<file path="src/hdl/imtt_pkg.sv">
`timescale 1ns / 1ps
// ============================================================================
// imtt_pkg - shared types and constants for the task table
// Field widths of the channel words, parameter defaults, command codes,
// controller states and the command bundle sent from controller to cells.
// ============================================================================
package imtt_pkg;

   // Channel field widths
   localparam int OPCODE_BITS        = 2;
   localparam int USER_ID_BITS       = 16;
   localparam int TASK_ID_BITS       = 8;
   localparam int TASK_PRIORITY_BITS = 32;
   localparam int OWNER_USER_BITS    = 16;

   // Parameter defaults
   localparam int TASK_SLOTS_DEFAULT    = 256;
   localparam int USER_BITS_DEFAULT     = 16;
   localparam int PRIORITY_BITS_DEFAULT = 32;

   // Upper limit on log2 of the number of cells in the chain
   localparam int MAX_CELL_BITS = 4;

   typedef enum logic [OPCODE_BITS-1:0] {
      OP_ADD    = 2'd0,
      OP_EDIT   = 2'd1,
      OP_REMOVE = 2'd2,
      OP_EXEC   = 2'd3
   } imtt_opcode_type;

   typedef enum logic [1:0] {
      ST_IDLE,
      ST_SCAN,
      ST_REDUCE
   } imtt_state_type;

   // Command flags broadcast to every cell
   typedef struct packed {
      logic start;   // clear local best before a sweep
      logic scan;    // read the addressed row for the sweep
      logic add;     // write user and priority, set valid
      logic edit;    // write priority if the entry is valid
      logic remove;  // clear valid
      logic clear;   // clear valid of the executed winner
   } imtt_cmd_type;

endpackage

</file>
<file path="src/hdl/imtt_if.sv">
`timescale 1ns / 1ps
// ============================================================================
// imtt_if - request and response channels of the task table
// Valid/ready channels; a word moves at a clock edge with valid and ready high.
// ============================================================================
interface imtt_req_if;
   logic                                    valid;
   logic                                    ready;
   logic [imtt_pkg::OPCODE_BITS-1:0]        opcode;
   logic [imtt_pkg::USER_ID_BITS-1:0]       user_id;
   logic [imtt_pkg::TASK_ID_BITS-1:0]       task_id;
   logic [imtt_pkg::TASK_PRIORITY_BITS-1:0] task_priority;

   modport source (output valid, opcode, user_id, task_id, task_priority, input ready);
   modport sink   (input valid, opcode, user_id, task_id, task_priority, output ready);
endinterface

interface imtt_rsp_if;
   logic                                 valid;
   logic                                 ready;
   logic                                 found;
   logic [imtt_pkg::OWNER_USER_BITS-1:0] owner_user;

   modport source (output valid, found, owner_user, input ready);
   modport sink   (input valid, found, owner_user, output ready);
endinterface

</file>
<file path="src/hdl/imtt_ctrl.sv">
`timescale 1ns / 1ps
// ============================================================================
// imtt_ctrl - request decode, sweep sequencer and response register
// Turns request words into cell commands, runs the row sweep and chain
// settle for an execute, then loads the response and clears the winner.
// ============================================================================
module imtt_ctrl #(
   parameter int TASK_SLOTS    = imtt_pkg::TASK_SLOTS_DEFAULT,
   parameter int CELL_BITS     = 1,
   parameter int ROWS          = 1,
   parameter int ROW_BITS      = 1,
   parameter int USER_BITS     = imtt_pkg::USER_BITS_DEFAULT,
   parameter int PRIORITY_BITS = imtt_pkg::PRIORITY_BITS_DEFAULT
) (
   input  logic                          clock,
   input  logic                          reset,
   imtt_req_if.sink                      req_bus,
   imtt_rsp_if.source                    rsp_bus,
   output imtt_pkg::imtt_cmd_type        cmd,
   output logic [ROW_BITS-1:0]           cmd_row,
   output logic [CELL_BITS-1:0]          cmd_cell,
   output logic [USER_BITS-1:0]          cmd_user,
   output logic [PRIORITY_BITS-1:0]      cmd_prio,
   input  logic                          end_any,
   input  logic [USER_BITS-1:0]          end_user,
   input  logic [ROW_BITS+CELL_BITS-1:0] end_slot
);

   localparam int SLOT_BITS = ROW_BITS + CELL_BITS;
   localparam int CELLS     = 1 << CELL_BITS;
   localparam int WAIT_LAST = CELLS + 1;
   localparam int WAIT_BITS = $clog2(CELLS + 2);
   localparam int OUB       = imtt_pkg::OWNER_USER_BITS;

   imtt_pkg::imtt_state_type state_ff, state_in;
   logic [ROW_BITS-1:0]      row_ff, row_in;
   logic [WAIT_BITS-1:0]     wait_ff, wait_in;
   logic                     rsp_valid_ff, rsp_valid_in;
   logic                     rsp_found_ff, rsp_found_in;
   logic [OUB-1:0]           rsp_user_ff, rsp_user_in;
   logic                     load;

   logic                     accept;
   logic                     id_ok;
   logic [SLOT_BITS-1:0]     req_slot;

   // Take a new word only while idle
   assign req_bus.ready = (state_ff == imtt_pkg::ST_IDLE);

   assign accept   = req_bus.valid && req_bus.ready;
   assign id_ok    = (32'(req_bus.task_id) < 32'(TASK_SLOTS));
   assign req_slot = SLOT_BITS'(req_bus.task_id);
   assign cmd_user = USER_BITS'(req_bus.user_id);
   assign cmd_prio = PRIORITY_BITS'(req_bus.task_priority);

   // State and counters
   always_ff @(posedge clock) begin
      if (reset) begin
         state_ff     <= imtt_pkg::ST_IDLE;
         row_ff       <= '0;
         wait_ff      <= '0;
         rsp_valid_ff <= 1'b0;
      end else begin
         state_ff     <= state_in;
         row_ff       <= row_in;
         wait_ff      <= wait_in;
         rsp_valid_ff <= rsp_valid_in;
      end
   end

   // Response word
   always_ff @(posedge clock) begin
      if (load) begin
         rsp_found_ff <= rsp_found_in;
         rsp_user_ff  <= rsp_user_in;
      end
   end

   // Next state, cell commands and response load
   always_comb begin
      state_in      = state_ff;
      row_in        = row_ff;
      wait_in       = wait_ff;
      cmd           = '0;
      cmd_row       = req_slot[SLOT_BITS-1:CELL_BITS];
      cmd_cell      = req_slot[CELL_BITS-1:0];
      load          = 1'b0;
      rsp_found_in  = end_any;
      rsp_user_in   = end_any ? OUB'(end_user) : '0;
      rsp_valid_in  = rsp_valid_ff && !rsp_bus.ready;

      case (state_ff)
         imtt_pkg::ST_IDLE: begin
            if (accept) begin
               case (imtt_pkg::imtt_opcode_type'(req_bus.opcode))
                  imtt_pkg::OP_ADD:    cmd.add    = id_ok;
                  imtt_pkg::OP_EDIT:   cmd.edit   = id_ok;
                  imtt_pkg::OP_REMOVE: cmd.remove = id_ok;
                  imtt_pkg::OP_EXEC: begin
                     cmd.start = 1'b1;
                     row_in    = '0;
                     state_in  = imtt_pkg::ST_SCAN;
                  end
                  default: cmd = '0;
               endcase
            end
         end
         imtt_pkg::ST_SCAN: begin
            // sweep one row of every bank per cycle
            cmd.scan = 1'b1;
            cmd_row  = row_ff;
            if (row_ff == ROW_BITS'(ROWS - 1)) begin
               wait_in  = '0;
               state_in = imtt_pkg::ST_REDUCE;
            end else begin
               row_in = row_ff + 1'b1;
            end
         end
         imtt_pkg::ST_REDUCE: begin
            // let the winner walk to the end of the chain, then hand it out
            cmd_row  = end_slot[SLOT_BITS-1:CELL_BITS];
            cmd_cell = end_slot[CELL_BITS-1:0];
            if (wait_ff != WAIT_BITS'(WAIT_LAST)) begin
               wait_in = wait_ff + 1'b1;
            end else if (!rsp_valid_ff || rsp_bus.ready) begin
               load         = 1'b1;
               rsp_valid_in = 1'b1;
               cmd.clear    = end_any;
               state_in     = imtt_pkg::ST_IDLE;
            end
         end
         default: state_in = imtt_pkg::ST_IDLE;
      endcase
   end

   assign rsp_bus.valid      = rsp_valid_ff;
   assign rsp_bus.found      = rsp_found_ff;
   assign rsp_bus.owner_user = rsp_user_ff;

endmodule

</file>
<file path="src/flat_wrapper.sv">
// flat-port wrapper written by rule: the top's interface ports become plain ports
module imtt_ctrl_flat 
#(
   parameter int TASK_SLOTS    = imtt_pkg::TASK_SLOTS_DEFAULT,
   parameter int CELL_BITS     = 1,
   parameter int ROWS          = 1,
   parameter int ROW_BITS      = 1,
   parameter int USER_BITS     = imtt_pkg::USER_BITS_DEFAULT,
   parameter int PRIORITY_BITS = imtt_pkg::PRIORITY_BITS_DEFAULT
)
  (clock, reset, cmd, cmd_row, cmd_cell, cmd_user, cmd_prio, end_any, end_user, end_slot, req_bus_valid, req_bus_opcode, req_bus_user_id, req_bus_task_id, req_bus_task_priority, req_bus_ready, rsp_bus_valid, rsp_bus_found, rsp_bus_owner_user, rsp_bus_ready);
  imtt_req_if req_bus_i ();
  imtt_rsp_if rsp_bus_i ();
  input  logic clock;
  input  logic reset;
  output imtt_pkg::imtt_cmd_type cmd;
  output logic [ROW_BITS-1:0] cmd_row;
  output logic [CELL_BITS-1:0] cmd_cell;
  output logic [USER_BITS-1:0] cmd_user;
  output logic [PRIORITY_BITS-1:0] cmd_prio;
  input  logic end_any;
  input  logic [USER_BITS-1:0] end_user;
  input  logic [ROW_BITS+CELL_BITS-1:0] end_slot;
  input wire logic [$bits(req_bus_i.valid)-1:0] req_bus_valid;
  input wire logic [$bits(req_bus_i.opcode)-1:0] req_bus_opcode;
  input wire logic [$bits(req_bus_i.user_id)-1:0] req_bus_user_id;
  input wire logic [$bits(req_bus_i.task_id)-1:0] req_bus_task_id;
  input wire logic [$bits(req_bus_i.task_priority)-1:0] req_bus_task_priority;
  output wire logic [$bits(req_bus_i.ready)-1:0] req_bus_ready;
  output wire logic [$bits(rsp_bus_i.valid)-1:0] rsp_bus_valid;
  output wire logic [$bits(rsp_bus_i.found)-1:0] rsp_bus_found;
  output wire logic [$bits(rsp_bus_i.owner_user)-1:0] rsp_bus_owner_user;
  input wire logic [$bits(rsp_bus_i.ready)-1:0] rsp_bus_ready;
  assign req_bus_i.valid = req_bus_valid;
  assign req_bus_i.opcode = req_bus_opcode;
  assign req_bus_i.user_id = req_bus_user_id;
  assign req_bus_i.task_id = req_bus_task_id;
  assign req_bus_i.task_priority = req_bus_task_priority;
  assign req_bus_ready = req_bus_i.ready;
  assign rsp_bus_valid = rsp_bus_i.valid;
  assign rsp_bus_found = rsp_bus_i.found;
  assign rsp_bus_owner_user = rsp_bus_i.owner_user;
  assign rsp_bus_i.ready = rsp_bus_ready;
  imtt_ctrl #(.TASK_SLOTS(TASK_SLOTS), .CELL_BITS(CELL_BITS), .ROWS(ROWS), .ROW_BITS(ROW_BITS), .USER_BITS(USER_BITS), .PRIORITY_BITS(PRIORITY_BITS)) u_core (.clock(clock), .reset(reset), .req_bus(req_bus_i), .rsp_bus(rsp_bus_i), .cmd(cmd), .cmd_row(cmd_row), .cmd_cell(cmd_cell), .cmd_user(cmd_user), .cmd_prio(cmd_prio), .end_any(end_any), .end_user(end_user), .end_slot(end_slot));
endmodule
</file>
<file path="config.mk">
export PLATFORM = sky130hd
export DESIGN_NAME = imtt_ctrl_flat
export DESIGN_NICKNAME = d
export VERILOG_FILES = /design/src/hdl/imtt_pkg.sv /design/src/hdl/imtt_if.sv /design/src/hdl/imtt_ctrl.sv /design/src/flat_wrapper.sv
export SDC_FILE = /design/constraint.sdc
export NUM_CORES = 1
export LEC_CHECK = 0
export BUFFER_PORTS_ARGS = -buffer_cell sky130_fd_sc_hd__clkbuf_2
export CORE_MARGIN = 2
export CORE_UTILIZATION = 34
export DETAILED_ROUTE_END_ITERATION = 8
export PLACE_DENSITY = 0.88
export SYNTH_ARGS = -nofsm -noshare
export SYNTH_HDL_FRONTEND = slang
export SYNTH_SLANG_ARGS = --single-unit
export TNS_END_PERCENT = 5
</file>
<file path="constraint.sdc">
create_clock -name clock -period 2.2 [get_ports clock]
set_input_delay 0.22 -clock clock [delete_from_list [all_inputs] [get_ports clock]]
set_output_delay 0.22 -clock clock [all_outputs]
set_load 0.02 [all_outputs]
</file>
==> results.sh, run 1 <==
export IMPL_run_status="complete, no violations"
export IMPL_grt_antenna_before_repair=0
export IMPL_chipWidth_um=67.9
export IMPL_vias=822
export IMPL_area_growth_pct=0.631
export IMPL_cts_root_buf="clkbuf_8"
export IMPL_coreArea_sq_um=3970
export IMPL_drive_above_1_share_pct=45.7
export IMPL_cp_arrival_ns=1.67
export IMPL_vias_per_cell=4.37
export IMPL_htreeDepth=1
export IMPL_grt_max_degree=19
export IMPL_globalplace_congestion=0.705
export IMPL_hold_viol=0
export IMPL_port_buffers=53
export IMPL_nFillCells=405
export IMPL_ys_flop_type="edfxtp_1"
export IMPL_final_nets=226
export IMPL_cts_tree="yes"
export IMPL_clk_path_buf_depth=2
export IMPL_p_clk_share_pct=24.5
export IMPL_multiInputGateArea_sq_um=380
export IMPL_slew_violations=0
export IMPL_antennaDiodeCount=0
export IMPL_final_cell_area_sq_um=1400
export IMPL_ant_nets=0
export IMPL_cts_inserted_buffers=3
export IMPL_p_comb_share_pct=27.9
export IMPL_period_share_pct=86.1
export IMPL_yosys_area_top_type_share_pct=36.8
export IMPL_avgRoutedWirePerCell_um=11.8
export IMPL_clk_pin_slew_ns=0.07
export IMPL_synth_seq_area_share_pct=44.0
export IMPL_synth_area_leader_cell="edfxtp_1"
export IMPL_seqCellArea_sq_um=611
export IMPL_syn_cell_area_sq_um=1390
export IMPL_yosys_warnings=0
export IMPL_crit_type="reg -> out"
export IMPL_syn_nets=217
export IMPL_finalSetupViolCount=0
export IMPL_hp_class="in -> reg"
export IMPL_gr_total_overflow=0
export IMPL_p_switching_mw=0.285
export IMPL_grt_first_pass_wirelength_um=2880
export IMPL_max_slew_margin_pct=77.3
export IMPL_ir_drop_mv=0.220
export IMPL_stdcell_count=188
export IMPL_rrSetupSlack_ns=0.57
export IMPL_ys_types=23
export IMPL_layout_min_cycle_time_ns=1.89
export IMPL_ys_top_cells_by_area="edfxtp_1 37%, buf_4 27%, and2_1 7.7%"
export IMPL_drc=0
export IMPL_synth_most_common_cell="buf_4"
export IMPL_drtIter0Drc=56
export IMPL_worstPathRequired_ns=1.98
export IMPL_synth_async_reset_ratio_pct=0
export IMPL_ys_top_cells_by_count="50 x buf_4, 17 x and2_1, 17 x edfxtp_1, 6 x ha_1"
export IMPL_dp_hpwl_um=1810
export IMPL_io_pins=156
export IMPL_p_leak_nw=0.624
export IMPL_grt_total_usage_pct=8.29
export IMPL_synth_edf_count=17
export IMPL_seq_power_share_pct=47.6
export IMPL_grt_pass1_vias=661
export IMPL_place_area_sq_um=1350
export IMPL_swShare_pct=28.7
export IMPL_cts_setup_buffers=0
export IMPL_finalCoreUtilization_pct=35.2
export IMPL_dieArea_sq_um=4610
export IMPL_clock_latency_ns=0.25
export IMPL_wirelength_um=2210
export IMPL_fmax_mhz=528
export IMPL_power_density_nw_per_um2=712
export IMPL_finClkSkew_ns=0.00109
export IMPL_worst_pin_slew_ns=0.340
export IMPL_rows=23
export IMPL_place_inst=184
export IMPL_cts_sinks=22
export IMPL_timing_setup_tns_ns=0
export IMPL_slowest_stage="ha_1"
export IMPL_ys_ff_latch=22
export IMPL_worstPathCellList="inv_1 > ha_1 > nand2_1 > nor2b_2 > and2_1 > clkbuf_2"
export IMPL_start_kind="register"
export IMPL_rsz0062_at_grt="no"
export IMPL_drv_cap=0
export IMPL_start_util_pct=35.0
export IMPL_crit_fanout=8
export IMPL_cts_hold_buffers=0
export IMPL_cts_resized_gates=0
export IMPL_firstDrtPassIters=4
export IMPL_crit_path_max_incr_delay_ns=0.37
export IMPL_synth_cells=130
export IMPL_crit_path_end_kind="output pin"
export IMPL_p_int_mw=0.710
export IMPL_die_height_um=67.9
export IMPL_syn_avg_cell_area_sq_um=10.7
[worst paths after layout]
path | from | end | cells after the start
setup / recovery | u_core.state_ff[0]$_SDFFE_PP0P_ | cmd[0] | 6
setup reg to reg | u_core.state_ff[0]$_SDFFE_PP0P_ | u_core.rsp_bus.owner_user[9]$_SDFFCE_PN0P_ | 5
hold / removal | reset | u_core.rsp_bus.valid$_SDFF_PP0_ | 2
hold reg to reg | u_core.state_ff[0]$_SDFFE_PP0P_ | u_core.state_ff[0]$_SDFFE_PP0P_ | 2
[layer usage]
layer | vias up | part of all wire, % | global-route usage [%]
li1 | 393 | - | -
met1 | 355 | 33 | 7.35
met2 | 54 | 54 | 15.8
met3 | 20 | 10 | 2.14
met4 | 0 | 3.3 | 6.25
met5 | - | 0 | 0
[power by group through the flow]
stage                     combinational, mW  clock [mW]  sequential (mW)
after CTS                             0.284       0.254            0.474
after global routing                  0.312       0.272            0.476
after global placement                0.279           0            0.482
final                                 0.278       0.244            0.474
after detailed placement              0.282           0            0.484
after floorplan                       0.344           0            0.481
[logic make-up (layout without fill, tap and decap cells)]
group	count (synthesis)	after routing	synth area share (%)
flops	22	22	44.0
mux	3	3	2.25
buf+inv	56	64	28.6
compound gates	6	6	3.60
simple gates	37	37	16.1
fa+ha+maj	6	6	5.41
[layout make-up]
type | instances | area share [%]
Timing Repair Buffer | 55 | 20.1
Tap cell | 50 | 4.48
Sequential cell | 22 | 43.7
Clock buffer | 4 | 3.22
Multi-Input combinational cell | 52 | 27.2
Inverter | 5 | 1.34
[cells in the final DEF, fill, tap and decap left out, types with 2 or more instances in the layout]
master	count
a21oi_1	2
and2_1	17
buf_4	2
clkbuf_2	53
clkbuf_8	3
dfxtp_1	5
edfxtp_1	17
ha_1	6
inv_1	5
mux2i_1	2
nand2_1	3
nand2b_1	4
nand3_1	3
nor2_1	4
nor3_1	2
[worst max-delay path: cells and delay by family, from the launching register on]
kind,cells,cell delay [ns]
simple gates,3,0.47
buf+inv,2,0.26
fa+ha+maj,1,0.37
flops,1,0.33
[state kept, by name, indices dropped and copies added, names as in the netlist]
signal / flops
u_core.rsp_bus.found: 1
u_core.rsp_bus.owner_user: 16
u_core.rsp_bus.valid: 1
u_core.state_ff: 2
u_core.wait_ff: 2
[metrics by stage]
step           total power, mW  hold slack [ns]  worst slack (ns)
4_1_cts                   1.01            0.204             0.281
3_3_place_gp             0.762            0.440             0.584
3_5_place_dp             0.766            0.440             0.565
2_1_floorplan            0.825            0.289             0.383
5_1_grt                   1.06            0.214             0.126
6_report                 0.995            0.207             0.307
Note: power is estimated with default switching activity, not from simulation.
==> run 2: changes to the inputs <==
Settings changed: BUFFER_PORTS_ARGS -buffer_cell sky130_fd_sc_hd__clkbuf_2 to unset, CORE_AREA set to 2 2 61 63, CORE_MARGIN 2 to unset, CORE_UTILIZATION 34 to unset, DIE_AREA set to 0 0 63 65, DONT_BUFFER_PORTS set to 1, MAX_ROUTING_LAYER set to met4, PLACE_DENSITY 0.88 to 0.62.
==> run 2 against run 1 <==
Compared with the run above: total power fell by 9.8%; clock power is 25% lower; sequential power hardly changed; routed wire length rose by 6.9%; cell area shrank 19%; sequential share of layout area is 9.9 points higher; sequential cell count is the same; critical path depth down 1; via count is 18% lower; final cell count decreased by 28%; core utilization fell by 2.6 points; hold slack worse by 0.11 ns.
==> results.sh, run 2 (synthesis gave the netlist of run 1 again) <==
export IMPL_grt_antenna_before_repair=0
export IMPL_multiInputGateArea_sq_um=380
export IMPL_rows=22
export IMPL_coreArea_sq_um=3500
export IMPL_chipWidth_um=63
export IMPL_drtIter0Drc=66
export IMPL_vias=674
export IMPL_clk_path_buf_depth=2
export IMPL_grt_first_pass_wirelength_um=3450
export IMPL_ir_drop_mv=0.547
export IMPL_cts_root_buf="clkbuf_4"
export IMPL_rsz0062_at_grt="no"
export IMPL_slew_violations=0
export IMPL_area_growth_pct=-18.0
export IMPL_cts_inserted_buffers=3
export IMPL_vias_per_cell=4.96
export IMPL_ant_nets=0
export IMPL_largest_reg_flops=16
export IMPL_power_density_nw_per_um2=788
export IMPL_antennaDiodeCount=0
export IMPL_layout_min_cycle_time_ns=1.88
export IMPL_dp_hpwl_um=1880
export IMPL_gr_total_overflow=0
export IMPL_cts_sinks=22
export IMPL_max_slew_margin_pct=57.1
export IMPL_cts_resized_gates=0
export IMPL_wirelength_um=2370
export IMPL_die_height_um=65
export IMPL_worstPathRequired_ns=1.98
export IMPL_grt_pass1_vias=669
export IMPL_crit_type="reg -> out"
export IMPL_dieArea_sq_um=4100
export IMPL_start_kind="register"
export IMPL_timing_setup_tns_ns=0
export IMPL_clk_pin_slew_ns=0.12
export IMPL_cp_num_buf_inv=1
export IMPL_crit_path_end_kind="output pin"
export IMPL_worst_pin_slew_ns=0.636
export IMPL_drv_cap=0
export IMPL_finClkSkew_ns=0.00702
export IMPL_mostFrequentLayoutCells="17 x and2_1, 17 x edfxtp_1, 6 x ha_1"
export IMPL_period_share_pct=85.5
export IMPL_cts_tree="yes"
export IMPL_slowest_stage="ha_1"
export IMPL_globalplace_congestion=0.645
export IMPL_cp_arrival_ns=1.66
export IMPL_p_leak_nw=0.407
export IMPL_path_delay_family="simple AND/OR/NAND/NOR gates"
export IMPL_port_buffers=0
export IMPL_drive_above_1_share_pct=12.5
export IMPL_run_status="complete, no violations"
export IMPL_finalSetupViolCount=0
export IMPL_crit_fanout=8
export IMPL_clock_latency_ns=0.29
export IMPL_finalCoreUtilization_pct=32.6
export IMPL_fmax_mhz=532
export IMPL_seqCellArea_sq_um=611
export IMPL_crit_path_max_incr_delay_ns=0.38
export IMPL_nFillCells=369
export IMPL_hp_class="in -> reg"
export IMPL_io_pins=156
export IMPL_hold_viol=0
export IMPL_worstPathCellList="inv_1 > ha_1 > nand2_1 > nor2b_2 > and2_1"
export IMPL_grt_max_degree=19
export IMPL_start_util_pct=39.7
export IMPL_grt_total_usage_pct=11.0
export IMPL_avgRoutedWirePerCell_um=17.4
export IMPL_final_nets=176
export IMPL_firstDrtPassIters=2
export IMPL_htreeDepth=1
export IMPL_drc=0
==> run 2: changes by cell type in the layout (fill, tap and decap cells not counted), sizes merged <==
cell	before	now
clkbuf	57	4
dlygate4sd3	0	2
buf	2	3
==> run 2: final timing paths <==
path / startpoint / endpoint / slack (ns) / cells after the start
worst max-delay path: u_core.state_ff[0]$_SDFFE_PP0P_ / cmd[0] / 0.32 / 5
worst min-delay path: reset / u_core.state_ff[1]$_SDFFE_PP0P_ / 0.09 / 2
worst max register to register: u_core.state_ff[0]$_SDFFE_PP0P_ / u_core.rsp_bus.owner_user[12]$_SDFFCE_PN0P_ / 0.55 / 5
worst min register to register: u_core.state_ff[0]$_SDFFE_PP0P_ / u_core.state_ff[0]$_SDFFE_PP0P_ / 0.52 / 2
==> run 2: layout make-up <==
cell class | instances | area share, %
tap | 48 | 5.27
multi-input combinational | 52 | 33.4
sequential | 22 | 53.6
timing repair buffer | 5 | 3.74
inverter | 5 | 1.65
clock buffer | 4 | 2.31
==> run 2: what timing repair did <==
action,in CTS,in global routing
hold buffers,1,1
hold endpoints to repair,3,1
setup buffers,0,0
==> run 2: layer usage <==
layer / vias up / wire length, um / track usage [%]
met4: 0 / 20 / 3.89
met1: 298 / 782 / 9.89
met5: - / 0 / -
met2: 81 / 1120 / 17.8
li1: 289 / - / -
met3: 6 / 447 / 8.16
==> run 2: per-stage QoR <==
step | area [sq um] | instances | hold WS [ns] | worst slack, ns | total power, mW
after detailed placement | 1090 | 130 | 0.292 | 0.572 | 0.722
after global routing | 1140 | 136 | 0.0800 | 0.162 | 0.959
final | 1140 | 136 | 0.0936 | 0.319 | 0.898
after global placement | 1090 | 130 | 0.292 | 0.608 | 0.710
after floorplan | 1390 | 130 | 0.289 | 0.383 | 0.825
after CTS | 1130 | 135 | 0.000947 | 0.294 | 0.914
==> run 2: where the power goes <==
part,switching [mW],internal (mW)
sequential,0.0134,0.462
clock,0.113,0.0704
combinational,0.148,0.0908
==> run 2: worst reg2reg max path: stages, from the launching register on <==
cell,delay [ns]
dfxtp_1,0.35
inv_1,0.10
ha_1,0.38
nand2_1,0.14
nor2b_2,0.14
buf_4,0.25
